[config.mk]
export PLATFORM = sky130hd
export DESIGN_NAME = voice_adsr_gate_glide
export DESIGN_NICKNAME = d
export VERILOG_FILES = /design/src/vagg_pkg.sv /design/src/vagg_vstore.sv /design/src/voice_adsr_gate_glide.sv
export SDC_FILE = /design/constraint.sdc
export NUM_CORES = 2
export LEC_CHECK = 0
export BUFFER_PORTS_ARGS = -buffer_cell sky130_fd_sc_hd__buf_2
export CAP_MARGIN = 20
export CORE_UTILIZATION = 35
export CTS_BUF_LIST = sky130_fd_sc_hd__clkbuf_8 sky130_fd_sc_hd__clkbuf_16
export DETAILED_ROUTE_END_ITERATION = 8
export HOLD_SLACK_MARGIN = 0.05
export PLACE_DENSITY = 0.52
export SLEW_MARGIN = 20
export SYNTH_ARGS = -nofsm -noshare
export SYNTH_HDL_FRONTEND = slang
export SYNTH_SLANG_ARGS = --single-unit
[constraint.sdc]
create_clock -name clk -period 26.8 [get_ports clk]
set_input_delay 1.34 -clock clk [delete_from_list [all_inputs] [get_ports clk]]
set_output_delay 1.34 -clock clk [all_outputs]
set_load 0.02 [all_outputs]
[src/vagg_pkg.sv]
// Shared types and constants for the voice envelope block.
// No dependencies.
`default_nettype none

package vagg_pkg;

  localparam int VOICE_COUNT_DEF = 8;

  localparam int IN_TDATA_W  = 48;
  localparam int IN_TUSER_W  = 3;
  localparam int OUT_TDATA_W = 80;
  localparam int OUT_TUSER_W = 3;
  localparam int CFG_IDX_W   = 3;
  localparam int CFG_DATA_W  = 24;

  localparam logic [23:0] AMP_ONE     = 24'd8388608;
  localparam logic [23:0] PITCH_RESET = 24'd112640;

  localparam logic [2:0] PH_IDLE    = 3'd0;
  localparam logic [2:0] PH_ATTACK  = 3'd1;
  localparam logic [2:0] PH_DECAY   = 3'd2;
  localparam logic [2:0] PH_SUSTAIN = 3'd3;
  localparam logic [2:0] PH_RELEASE = 3'd4;

  localparam logic [CFG_IDX_W-1:0] REG_ATTACK  = 3'd0;
  localparam logic [CFG_IDX_W-1:0] REG_DECAY   = 3'd1;
  localparam logic [CFG_IDX_W-1:0] REG_RELEASE = 3'd2;
  localparam logic [CFG_IDX_W-1:0] REG_SUSTAIN = 3'd3;
  localparam logic [CFG_IDX_W-1:0] REG_SMOOTH  = 3'd4;
  localparam logic [CFG_IDX_W-1:0] REG_GLIDE   = 3'd5;

  localparam logic [23:0] ATTACK_DEF  = 24'd8388608;
  localparam logic [23:0] DECAY_DEF   = 24'd8388608;
  localparam logic [23:0] RELEASE_DEF = 24'd8388608;
  localparam logic [23:0] SUSTAIN_DEF = 24'd8388608;
  localparam logic [15:0] SMOOTH_DEF  = 16'd58982;
  localparam logic [23:0] GLIDE_DEF   = 24'd7609;

  typedef struct packed {
    logic [2:0]  phase;
    logic [23:0] amp;
    logic [23:0] smooth;
    logic [19:0] gate_left;
    logic        gate_open;
    logic [23:0] pitch;
    logic [23:0] goal;
    logic [15:0] glide_cnt;
    logic        glide_on;
  } voice_rec_t;

  localparam voice_rec_t VOICE_REC_RESET = '{
    phase:     PH_IDLE,
    amp:       24'd0,
    smooth:    24'd0,
    gate_left: 20'd0,
    gate_open: 1'b0,
    pitch:     PITCH_RESET,
    goal:      PITCH_RESET,
    glide_cnt: 16'd0,
    glide_on:  1'b0
  };

endpackage

`default_nettype wire

[src/vagg_vstore.sv]
// Per-voice state store: one record per voice, registered read.
// Entries never written read as the reset record. Uses vagg_pkg.
`default_nettype none

module vagg_vstore #(
  parameter int VOICE_COUNT = vagg_pkg::VOICE_COUNT_DEF,
  parameter int VIW = (VOICE_COUNT > 1) ? $clog2(VOICE_COUNT) : 1
) (
  input  wire logic                clk,
  input  wire logic                rst_n,
  input  wire logic [VIW-1:0]      rd_addr,
  output vagg_pkg::voice_rec_t     rd_data,
  input  wire logic                wr_en,
  input  wire logic [VIW-1:0]      wr_addr,
  input  wire vagg_pkg::voice_rec_t wr_data
);
  import vagg_pkg::*;

  voice_rec_t               mem [VOICE_COUNT];
  logic [VOICE_COUNT-1:0]   valid_r;
  voice_rec_t               rd_data_r;
  logic                     rd_valid_r;

  always_ff @(posedge clk) begin
    if (wr_en) begin
      mem[wr_addr] <= wr_data;
    end
    rd_data_r <= mem[rd_addr];
  end

  always_ff @(posedge clk) begin
    if (!rst_n) begin
      valid_r    <= '0;
      rd_valid_r <= 1'b0;
    end else begin
      if (wr_en) begin
        valid_r[wr_addr] <= 1'b1;
      end
      rd_valid_r <= valid_r[rd_addr];
    end
  end

  assign rd_data = rd_valid_r ? rd_data_r : VOICE_REC_RESET;

endmodule

`default_nettype wire

[src/voice_adsr_gate_glide.sv]
// Multi-voice linear ADSR with gate countdown, pitch glide and smoothing.
// Uses vagg_pkg and vagg_vstore.
//
//  channel | ports                          | word
//  in      | in_tvalid/in_tready/tdata/tuser| tuser voice; tdata trig, glide, gate, pitch
//  out     | out_tvalid/out_tready/tdata/tuser | tuser voice; tdata env, smooth, pitch...
//  cfg     | cfg_valid/cfg_ready/index/data | register write, always ready
//
// Steps: read, load, glide, envelope, smoothing, write-back. Glide is skipped
// when no glide is moving and cut short when it lands; smoothing is skipped when
// the voice ends idle; a voice index at or beyond VOICE_COUNT goes to write-back.
// The one shared 24x25 multiplier is stepped through glide and smoothing by the sequencer.
// Reset: synchronous, active low; all voices idle at 440 Hz.
// Stalls: a finished word waits in the output register; the next input word
// is taken meanwhile and holds at write-back until the output is free.
`default_nettype none

module voice_adsr_gate_glide #(
  parameter int VOICE_COUNT = vagg_pkg::VOICE_COUNT_DEF
) (
  input  wire logic                               clk,
  input  wire logic                               rst_n,
  input  wire logic                               in_tvalid,
  output logic                                    in_tready,
  // [0] note_trigger, [1] glide_request, [21:2] gate_samples,
  // [45:22] target_pitch, [47:46] zero
  input  wire logic [vagg_pkg::IN_TDATA_W-1:0]    in_tdata,
  // [2:0] voice_sel
  input  wire logic [vagg_pkg::IN_TUSER_W-1:0]    in_tuser,
  output logic                                    out_tvalid,
  input  wire logic                               out_tready,
  // [23:0] env_level, [47:24] smooth_level, [71:48] pitch_now,
  // [74:72] env_phase, [75] sounding, [79:76] zero
  output logic [vagg_pkg::OUT_TDATA_W-1:0]        out_tdata,
  // [2:0] voice_out
  output logic [vagg_pkg::OUT_TUSER_W-1:0]        out_tuser,
  input  wire logic                               cfg_valid,
  output logic                                    cfg_ready,
  input  wire logic [vagg_pkg::CFG_IDX_W-1:0]     cfg_index,
  input  wire logic [vagg_pkg::CFG_DATA_W-1:0]    cfg_data
);
  import vagg_pkg::*;

  localparam int VIW = (VOICE_COUNT > 1) ? $clog2(VOICE_COUNT) : 1;

  localparam logic [3:0] S_IDLE = 4'd0;
  localparam logic [3:0] S_READ = 4'd1;
  localparam logic [3:0] S_LOAD = 4'd2;
  localparam logic [3:0] S_GL1  = 4'd3;
  localparam logic [3:0] S_GL2  = 4'd4;
  localparam logic [3:0] S_GL3  = 4'd5;
  localparam logic [3:0] S_ENV  = 4'd6;
  localparam logic [3:0] S_SM1  = 4'd7;
  localparam logic [3:0] S_SM2  = 4'd8;
  localparam logic [3:0] S_SM3  = 4'd9;
  localparam logic [3:0] S_WR   = 4'd10;

  logic [3:0]  state_r, state_nxt;

  logic [23:0] attack_r, decay_r, release_r, sustain_r, glide_rate_r;
  logic [15:0] coeff_r;

  logic [2:0]  voice_r;
  logic        trig_r, glide_req_r, in_range_r;
  logic [19:0] gate_r;
  logic [23:0] target_r;

  voice_rec_t  w_r, w_nxt, rd_rec;
  logic        dir_r, dir_nxt;
  logic [23:0] mul_a;
  logic [24:0] mul_b;
  logic [48:0] mul_p_r;
  logic [40:0] acc_r, acc_nxt;

  logic        out_valid_r;
  logic [OUT_TDATA_W-1:0] out_data_r;
  logic [2:0]  out_user_r;

  logic        in_acc, out_load, wr_en;
  logic        in_range_in;
  logic [23:0] sus;
  logic [15:0] cnt_inc;
  logic [39:0] t_val;
  logic [47:0] mv_sum;
  logic [24:0] add_sum;
  logic [40:0] sm_sum;

  assign in_tready = (state_r == S_IDLE);
  assign in_acc    = in_tvalid && in_tready;
  assign cfg_ready = 1'b1;
  assign in_range_in = ({4'd0, in_tuser[2:0]} < 7'(VOICE_COUNT));
  assign out_load  = (state_r == S_WR) && (!out_valid_r || out_tready);
  assign wr_en     = out_load && in_range_r;

  vagg_vstore #(
    .VOICE_COUNT (VOICE_COUNT),
    .VIW         (VIW)
  ) u_vstore (
    .clk     (clk),
    .rst_n   (rst_n),
    .rd_addr (VIW'(voice_r)),
    .rd_data (rd_rec),
    .wr_en   (wr_en),
    .wr_addr (VIW'(voice_r)),
    .wr_data (w_r)
  );

  always_ff @(posedge clk) begin
    if (!rst_n) begin
      attack_r     <= ATTACK_DEF;
      decay_r      <= DECAY_DEF;
      release_r    <= RELEASE_DEF;
      sustain_r    <= SUSTAIN_DEF;
      coeff_r      <= SMOOTH_DEF;
      glide_rate_r <= GLIDE_DEF;
    end else if (cfg_valid && cfg_ready) begin
      unique case (cfg_index)
        REG_ATTACK:  attack_r     <= cfg_data;
        REG_DECAY:   decay_r      <= cfg_data;
        REG_RELEASE: release_r    <= cfg_data;
        REG_SUSTAIN: sustain_r    <= cfg_data;
        REG_SMOOTH:  coeff_r      <= cfg_data[15:0];
        REG_GLIDE:   glide_rate_r <= cfg_data;
        default: ;
      endcase
    end
  end

  assign sus     = (sustain_r > AMP_ONE) ? AMP_ONE : sustain_r;
  assign cnt_inc = (w_r.glide_cnt == 16'hFFFF) ? w_r.glide_cnt : w_r.glide_cnt + 16'd1;
  assign t_val   = mul_p_r[39:0];
  assign mv_sum  = mul_p_r[47:0] + 48'h80_0000;
  assign sm_sum  = acc_r + mul_p_r[40:0] + 41'd32768;

  always_comb begin
    state_nxt = state_r;
    w_nxt     = w_r;
    dir_nxt   = dir_r;
    acc_nxt   = acc_r;
    mul_a     = w_r.smooth;
    mul_b     = {9'd0, coeff_r};
    add_sum   = {1'b0, w_r.amp} + {1'b0, attack_r};
    unique case (state_r)
      S_IDLE: begin
        if (in_acc) begin
          state_nxt = in_range_in ? S_READ : S_WR;
        end
      end
      S_READ: state_nxt = S_LOAD;
      S_LOAD: begin
        w_nxt = rd_rec;
        if (trig_r) begin
          w_nxt.gate_left = gate_r;
          w_nxt.gate_open = 1'b1;
          w_nxt.goal      = target_r;
          w_nxt.glide_cnt = 16'd0;
          if (glide_req_r && rd_rec.phase != PH_IDLE) begin
            w_nxt.glide_on = 1'b1;
          end else begin
            w_nxt.pitch    = target_r;
            w_nxt.glide_on = 1'b0;
            w_nxt.amp      = 24'd0;
            w_nxt.phase    = PH_ATTACK;
          end
        end
        if (w_nxt.gate_open) begin
          if (w_nxt.gate_left <= 20'd1) begin
            w_nxt.gate_left = 20'd0;
            w_nxt.gate_open = 1'b0;
            w_nxt.phase     = PH_RELEASE;
          end else begin
            w_nxt.gate_left = w_nxt.gate_left - 20'd1;
          end
        end
        state_nxt = S_GL1;
      end
      S_GL1: begin
        if (w_r.glide_on) begin
          w_nxt.glide_cnt = cnt_inc;
          mul_a     = {8'd0, cnt_inc};
          mul_b     = {1'b0, glide_rate_r};
          state_nxt = S_GL2;
        end else begin
          state_nxt = S_ENV;
        end
      end
      S_GL2: begin
        if (|t_val[39:24]) begin
          w_nxt.pitch    = w_r.goal;
          w_nxt.glide_on = 1'b0;
          state_nxt      = S_ENV;
        end else begin
          dir_nxt   = (w_r.goal < w_r.pitch);
          mul_a     = dir_nxt ? (w_r.pitch - w_r.goal) : (w_r.goal - w_r.pitch);
          mul_b     = {1'b0, t_val[23:0]};
          state_nxt = S_GL3;
        end
      end
      S_GL3: begin
        w_nxt.pitch = dir_r ? (w_r.pitch - mv_sum[47:24]) : (w_r.pitch + mv_sum[47:24]);
        state_nxt   = S_ENV;
      end
      S_ENV: begin
        unique case (w_r.phase)
          PH_ATTACK: begin
            if (add_sum >= {1'b0, AMP_ONE}) begin
              w_nxt.amp   = AMP_ONE;
              w_nxt.phase = PH_DECAY;
            end else begin
              w_nxt.amp = add_sum[23:0];
            end
          end
          PH_DECAY: begin
            if ({1'b0, w_r.amp} <= {1'b0, sus} + {1'b0, decay_r}) begin
              w_nxt.amp   = sus;
              w_nxt.phase = PH_SUSTAIN;
            end else begin
              w_nxt.amp = w_r.amp - decay_r;
            end
          end
          PH_SUSTAIN: w_nxt.amp = sus;
          PH_RELEASE: begin
            if (w_r.amp <= release_r) begin
              w_nxt.amp   = 24'd0;
              w_nxt.phase = PH_IDLE;
            end else begin
              w_nxt.amp = w_r.amp - release_r;
            end
          end
          default: ;
        endcase
        state_nxt = S_SM1;
      end
      S_SM1: begin
        mul_a     = w_r.smooth;
        mul_b     = {9'd0, coeff_r};
        state_nxt = (w_r.phase == PH_IDLE) ? S_WR : S_SM2;
      end
      S_SM2: begin
        acc_nxt   = mul_p_r[40:0];
        mul_a     = w_r.amp;
        mul_b     = 25'd65536 - {9'd0, coeff_r};
        state_nxt = S_SM3;
      end
      S_SM3: begin
        w_nxt.smooth = sm_sum[39:16];
        state_nxt    = S_WR;
      end
      S_WR: begin
        if (out_load) begin
          state_nxt = S_IDLE;
        end
      end
      default: state_nxt = S_IDLE;
    endcase
  end

  always_ff @(posedge clk) begin
    if (!rst_n) begin
      state_r     <= S_IDLE;
      out_valid_r <= 1'b0;
    end else begin
      state_r <= state_nxt;
      if (out_load) begin
        out_valid_r <= 1'b1;
      end else if (out_tready) begin
        out_valid_r <= 1'b0;
      end
    end
  end

  always_ff @(posedge clk) begin
    if (in_acc) begin
      voice_r     <= in_tuser[2:0];
      trig_r      <= in_tdata[0];
      glide_req_r <= in_tdata[1];
      gate_r      <= in_tdata[21:2];
      target_r    <= in_tdata[45:22];
      in_range_r  <= in_range_in;
    end
    w_r     <= w_nxt;
    dir_r   <= dir_nxt;
    acc_r   <= acc_nxt;
    mul_p_r <= {25'd0, mul_a} * {24'd0, mul_b};
    if (out_load) begin
      out_user_r <= voice_r;
      if (in_range_r) begin
        out_data_r <= {4'd0, (w_r.phase != PH_IDLE), w_r.phase,
                       w_r.pitch, w_r.smooth, w_r.amp};
      end else begin
        out_data_r <= '0;
      end
    end
  end

  assign out_tvalid = out_valid_r;
  assign out_tdata  = out_data_r;
  assign out_tuser  = out_user_r;

endmodule

`default_nettype wire

* Word-level counts from Yosys, hierarchy flattened *
Memory sizes are Yosys's and may differ from the RTL's. A register that Yosys moved wholly into a read port is not among the register bits.
Index checks and enable logic that the tools add are counted.

cells by class
  magnitude comparators = 8
  multiplexer cells = 52
  eq/ne operators = 29
  multipliers = 1
  bitwise operators = 2
  add/sub/neg operators = 14
  reduce and logical (&&, ||, !) cells = 31

operators with widths
  kind                                                                                   count
  24-bit 2-to-1 mux                                                                      12
  86-bit 2-to-1 mux                                                                      2
  24-bit case mux with 3 select lines                                                    2
  137-bit 2-to-1 mux                                                                     1
  24-bit subtractor                                                                      5
  24-bit case mux with 4 select lines                                                    1
  25-bit case mux with 3 select lines                                                    1
  27-bit 2-to-1 mux                                                                      2
  27-bit case mux with 2 select lines                                                    1
  24-bit by 24-bit adder with 25-bit output                                              2
  48-bit by 24-bit adder with 48-bit output, second input constant                       1
  24-bit by 25-bit multiplier with 48-bit output                                         1
  24-bit case mux with 2 select lines                                                    1
  4-bit case mux with 11 select lines                                                    1
  40-bit by 16-bit adder with 40-bit output, second input constant                       1
  40-bit adder                                                                           1
  16-bit 2-to-1 mux                                                                      2
  16-bit case mux with 2 select lines                                                    1
  25-bit by 24-bit greater-or-equal comparator with 1-bit output, second input constant  1
  24-bit by 25-bit <= comparator with 1-bit output                                       1
  24-bit adder                                                                           1
  24-bit greater-than comparator, second input constant                                  1
  24-bit <= comparator                                                                   1
  24-bit less-than comparator                                                            1
  other kinds (41)                                                                       93

storage, ports and cells
  output and inout port bits = 86
  memories kept = 1
  bits in registers = 504
  input port bits = 83
  RAM bits = 1096

memories
  memory        words  bits a word  rd ports  clocked after memory_dff  write ports  line               RTL
  u_vstore.mem  8      137          1         1                         1            vagg_vstore.sv:19  voice_rec_t mem [VOICE_COUNT];

* Longest topological paths before layout *
  depth in word-level cells = 10
  gate-level depth with buffers = 43
  depth with buffers taken out = 41

* Cells and area by module *
A second synthesis with hierarchy kept.

unflattened totals
  cells, all modules = 7515
  area, all modules = 96166.0 µm²

modules (own cells, without submodules)
  module                 cells each  seq. area each (µm²)  times used  area an instance (µm²)
  voice_adsr_gate_glide  5603        12972.4               1           50552.2
  vagg_vstore            1912        35834.4               1           45613.7

* Least setup slack after synthesis *
Ideal clock, no wire load.

  path type = input-to-reg
  start = input port out_tready
  end = memory u_vstore.mem[3][0] (netlist bit) (enable)
  path buffers = 0
  data required time = 25996 ps
  library setup time = 804 ps
  arrival = 10974 ps
  stages = 3
  setup slack = 15022 ps
  cell sequence = nand2b_1 -> nand2_1 -> nor3_1

between the ends
  word-level cells in the longest chain between the ends = 4

RTL lines
  what                                    line                         RTL
  start, declared                         voice_adsr_gate_glide.sv:31  input wire logic out_tready,
  1-bit logical OR                        voice_adsr_gate_glide.sv:92  assign out_load = (state_r == S_WR) && (!out_valid_r || out_tready);
  1-bit logical AND                       voice_adsr_gate_glide.sv:92
  1-bit 2-to-1 mux                        vagg_vstore.sv:25            if (wr_en) begin
  1-bit 2-to-1 mux (not written as such)  vagg_vstore.sv:26            mem[wr_addr] <= wr_data;
  end, declared                           vagg_vstore.sv:19

Every way passes these cells.

* Worst setup path in the final report *
  start = register w_r[41] (netlist bit)
  end = register mul_p_r[42]

between the ends
  word-level cells in the longest chain between the ends = 5
  elaborated cells on any way between the ends = 7
  those cells by class = add/sub (2); mul (1); order compare (1); mux (3)

RTL lines
  what                                                              line                                                        RTL
  start, declared                                                   voice_adsr_gate_glide.sv:68                                 voice_rec_t w_r, w_nxt, rd_rec;
  start signal, assigned                                            voice_adsr_gate_glide.sv:281                                w_r <= w_nxt;
  24-bit subtractor or 24-bit less-than comparator (tied branches)  voice_adsr_gate_glide.sv:194, voice_adsr_gate_glide.sv:193
  24-bit 2-to-1 mux *                                               voice_adsr_gate_glide.sv:194                                mul_a = dir_nxt ? (w_r.pitch - w_r.goal) : (w_r.goal - w_r.pitch);
  24-bit 2-to-1 mux *                                               voice_adsr_gate_glide.sv:188                                if (|t_val[39:24]) begin
  24-bit case mux with 3 select lines *                             voice_adsr_gate_glide.sv:143                                unique case (state_r)
  24-bit by 25-bit multiplier with 48-bit output *                  voice_adsr_gate_glide.sv:284                                mul_p_r <= {25'd0, mul_a} * {24'd0, mul_b};
  end signal, assigned                                              voice_adsr_gate_glide.sv:284
  end, declared                                                     voice_adsr_gate_glide.sv:72                                 logic [48:0] mul_p_r;

Mark *: on every way between the ends. The rest lies on a longest branch, timed or not.
A chain may end at the register's enable or synchronous reset.

==> impl_results.md <==
* Synth area leaders: edfxtp_1, fa_1, dfxtp_1
* Post-synthesis xor/xnor area fraction at 2.55%
* Startpoint type of the worst setup path: flop
* Largest stage delay, worst path at 0.84 ns
* Die extent in x at 513 um
* Async S/R FF share, synth at 0%
* Yosys Warn Count at 0
* Final setup violating endpoints at 0
* DP HPWL at 188,000 um
* # Max-Cap Violations at 0
* HP Class: reg -> reg
* Setup Crit Path Kind: reg -> reg
* I/O pin count at 169
* Main combinational cell family by area after synthesis: adder cells
* Syn Std Cell Area at 91,300 um^2
* Die outline area at 263,000 um^2
* Initial DRC Count at 5,790
* Area grow syn2layout at 12.2%
* Crit path capture type: flop
* Rows at 187
* Routability congestion estimate at 0.890
* CP dominant cell by count: fa_1
* RR Startpoint: w_r[41]$_DFFE_PP_
* Post-Synth Simple-Gate Area at 9.52%
* Cells after Synth at 7,665
* Wire length of the first global-routing pass at 424,000 um
* Core area at 259,000 um^2
* Outcome: completed
* Dominant synthesized flop cell: edfxtp_1
* Mean Syn Cell Area at 11.9 um^2
* Hold Startpoint: u_vstore.mem[7][39]$_DFFE_PP_
* Storage element area at 48,800 um^2
* Nets at 8,802
* Fill cells at 24,500
* Unrepaired setup endpoints after global routing: no
* Synth Area in Compound Gates at 13.0%
* Clock slew at reported path FFs at 0.07 ns
* Setup crit start: w_r[41]$_DFFE_PP_
* Post-layout util at 39.5%
* Maximum number of pins on one net before global-route repair at 113
* CP top delay family: compound AO/OA/AOI/OAI gates
* Detail-routed via count per cell at 5.48
* H-Tree Depth at 4
* Worst slew pin tran at 1.22 ns
* 1st-pass router iterations at 7
* Initial core utilization at 35.2%
* Top-count cell post-synth: edfxtp_1
* Critical path peak fanout at 17
* Final Skew at 0.0656 ns
* Post-layout instance area at 102,000 um^2
* CP max-delay cell: o21a_1
* Final hold violations at 0
* Clock root buffer master: clkbuf_16
* # port buffers at 161
* CP arrival at 13.09 ns
* Die height at 513 um
* Max frequency at 80.5 MHz
* Clk_lat worst skew at 0.85 ns
* Slew Limit Fails at 0
* Antenna Nets Post-Route at 0
* Register area share after synthesis at 53.4%
* All-Layer GR Usage at 21.8%
* WHS at 0.441 ns
* Number of remaining DRC errors at 0
* Vias in the first global route at 62,800
* DP Area at 96,400 um^2
* Synth area leader: edfxtp_1
* CTS Buf Count at 178
* Synth top area share at 46.1%
* Slew headroom at 18.0%
* Synth Area in Adders at 16.8%
* Post-synth EDFFs at 1,402
* Tmin final at 12.42 ns
* Worst endpoint required time at 27.47 ns
* Wirelength per Cell at 25.6 um
* CTS Buffer Depth at 3
* Buffers & Inverters on Critical Path at 7
* Initial antenna violation count at 14
* DR vias at 62,200
* WL final at 290,000 um
* Sink Count at 1,737
* Overflow after GRT at 0
* Hold Buf Count CTS at 0
* Mux cell area share after synthesis at 0.292%
* Commonest cells in the netlist: edfxtp_1, nand2_1, inv_1
* Setup bufs post-CTS at 0
* Share of cells above drive strength 1 at 8.45%
* Number of synthesized register bits at 1,737
* Synth unique cells at 78
* CTS tree: yes
* Cts repair resizes at 0
* Final worst path period share at 46.4%
* Setup TNS at 0 ns
* Footprint of the multi-input gates at 38,700 um^2
placed cells by master (no fill, tap or decap), types with 21 or more instances in the layout:
| master | Yosys | final |
|---|---|---|
| a211oi_1 | 32 | 32 |
| ha_1 | 444 | 444 |
| nor2b_1 | 44 | 43 |
| edfxtp_1 | 1402 | 1402 |
| nand4_1 | 173 | 173 |
| and2_1 | 107 | 106 |
| a21oi_1 | 399 | 398 |
| nor3_1 | 52 | 47 |
| nand2b_1 | 54 | 54 |
| nand2_1 | 902 | 902 |
| fa_1 | 489 | 489 |
| a22o_1 | 49 | 49 |
| o21ai_0 | 219 | 213 |
| o21bai_1 | 29 | 29 |
| nor2_1 | 275 | 271 |
| a221oi_1 | 30 | 29 |
| a31oi_1 | 31 | 31 |
| nand3_1 | 148 | 147 |
| mux2i_1 | 21 | 21 |
| nor4_1 | 22 | 22 |
| clkbuf_16 | 0 | 179 |
| o31ai_1 | 21 | 21 |
| dfxtp_1 | 335 | 334 |
| and3_1 | 48 | 40 |
| clkinv_2 | 0 | 34 |
| buf_4 | 8 | 140 |
| xor2_1 | 100 | 100 |
| a22oi_1 | 582 | 582 |
| a221o_1 | 26 | 25 |
| or3_1 | 21 | 21 |
| a21o_1 | 123 | 123 |
| buf_2 | 22 | 161 |
| o21a_1 | 51 | 51 |
| xnor2_1 | 166 | 166 |
| inv_1 | 692 | 729 |
through the flow:
stage | std cells | setup slack, ns
after global routing | 11300 | 13.79
after CTS | 11300 | 14.47
after global placement | 11000 | 14.53
after detailed placement | 11000 | 14.50
final | 11300 | 14.38
after floorplan | 7668 | 15.02
tightest hold or removal path: stages (launching register included):
cell and delay [ns]:
edfxtp_1 0.32, a22oi_1 0.06, nand4_1 0.09
kinds of logic (layout without fill, tap and decap cells):
| group | after synthesis | count (layout) |
|---|---|---|
| flops | 1737 | 1737 |
| mux | 26 | 26 |
| xor+xnor | 266 | 266 |
| fa+ha+maj | 933 | 933 |
| compound gates | 1747 | 1747 |
| simple gates | 1891 | 1891 |
| other cells | 2 | 6 |
| buf+inv | 1063 | 1336 |
registers in the layout, indices dropped and copies added (netlist names), 3 cells and up:
register,cells
u_vstore.rd_data_r,137
voice_r,3
mul_p_r,48
out_tdata,76
glide_rate_r,24
target_r,24
u_vstore.valid_r,8
coeff_r,16
state_r,4
acc_r,40
gate_r,20
w_r,137
decay_r,24
out_tuser,3
u_vstore.mem,1096
release_r,24
sustain_r,24
attack_r,24
final timing paths:
path	cells after the start	slack (ns)	endpoint
setup / recovery	39	14.38	mul_p_r[42]$_DFF_P_
hold / removal	2	0.44	u_vstore.rd_data_r[39]$_DFF_P_
setup reg to reg	39	14.38	mul_p_r[42]$_DFF_P_
hold reg to reg	2	0.44	u_vstore.rd_data_r[39]$_DFF_P_
layer usage:
layer  share of wire (%)  vias up  track usage (%)  routed length (um)
li1                    -    27900                -                   -
met1                  44    31800             29.8              128000
met2                  47     2127             35.5              136000
met3                 6.0      415             2.87               17400
met4                 3.2        4             7.04                9200
met5               0.011        -                0                  33
final cells by class:
cell class / instances / area share [%]
diodes: 1 / 0.00244
clock buffers: 195 / 4.59
clock inverters: 140 / 1.37
inverters: 694 / 2.55
multi-input cells: 4868 / 37.8
flip-flops and latches: 1737 / 47.6
well taps: 3402 / 4.15
repair buffers: 307 / 1.94
Power is left out: the tool's default activity adds up to more than one toggle a clock period on the data nets, which glitch-free logic cannot reach.
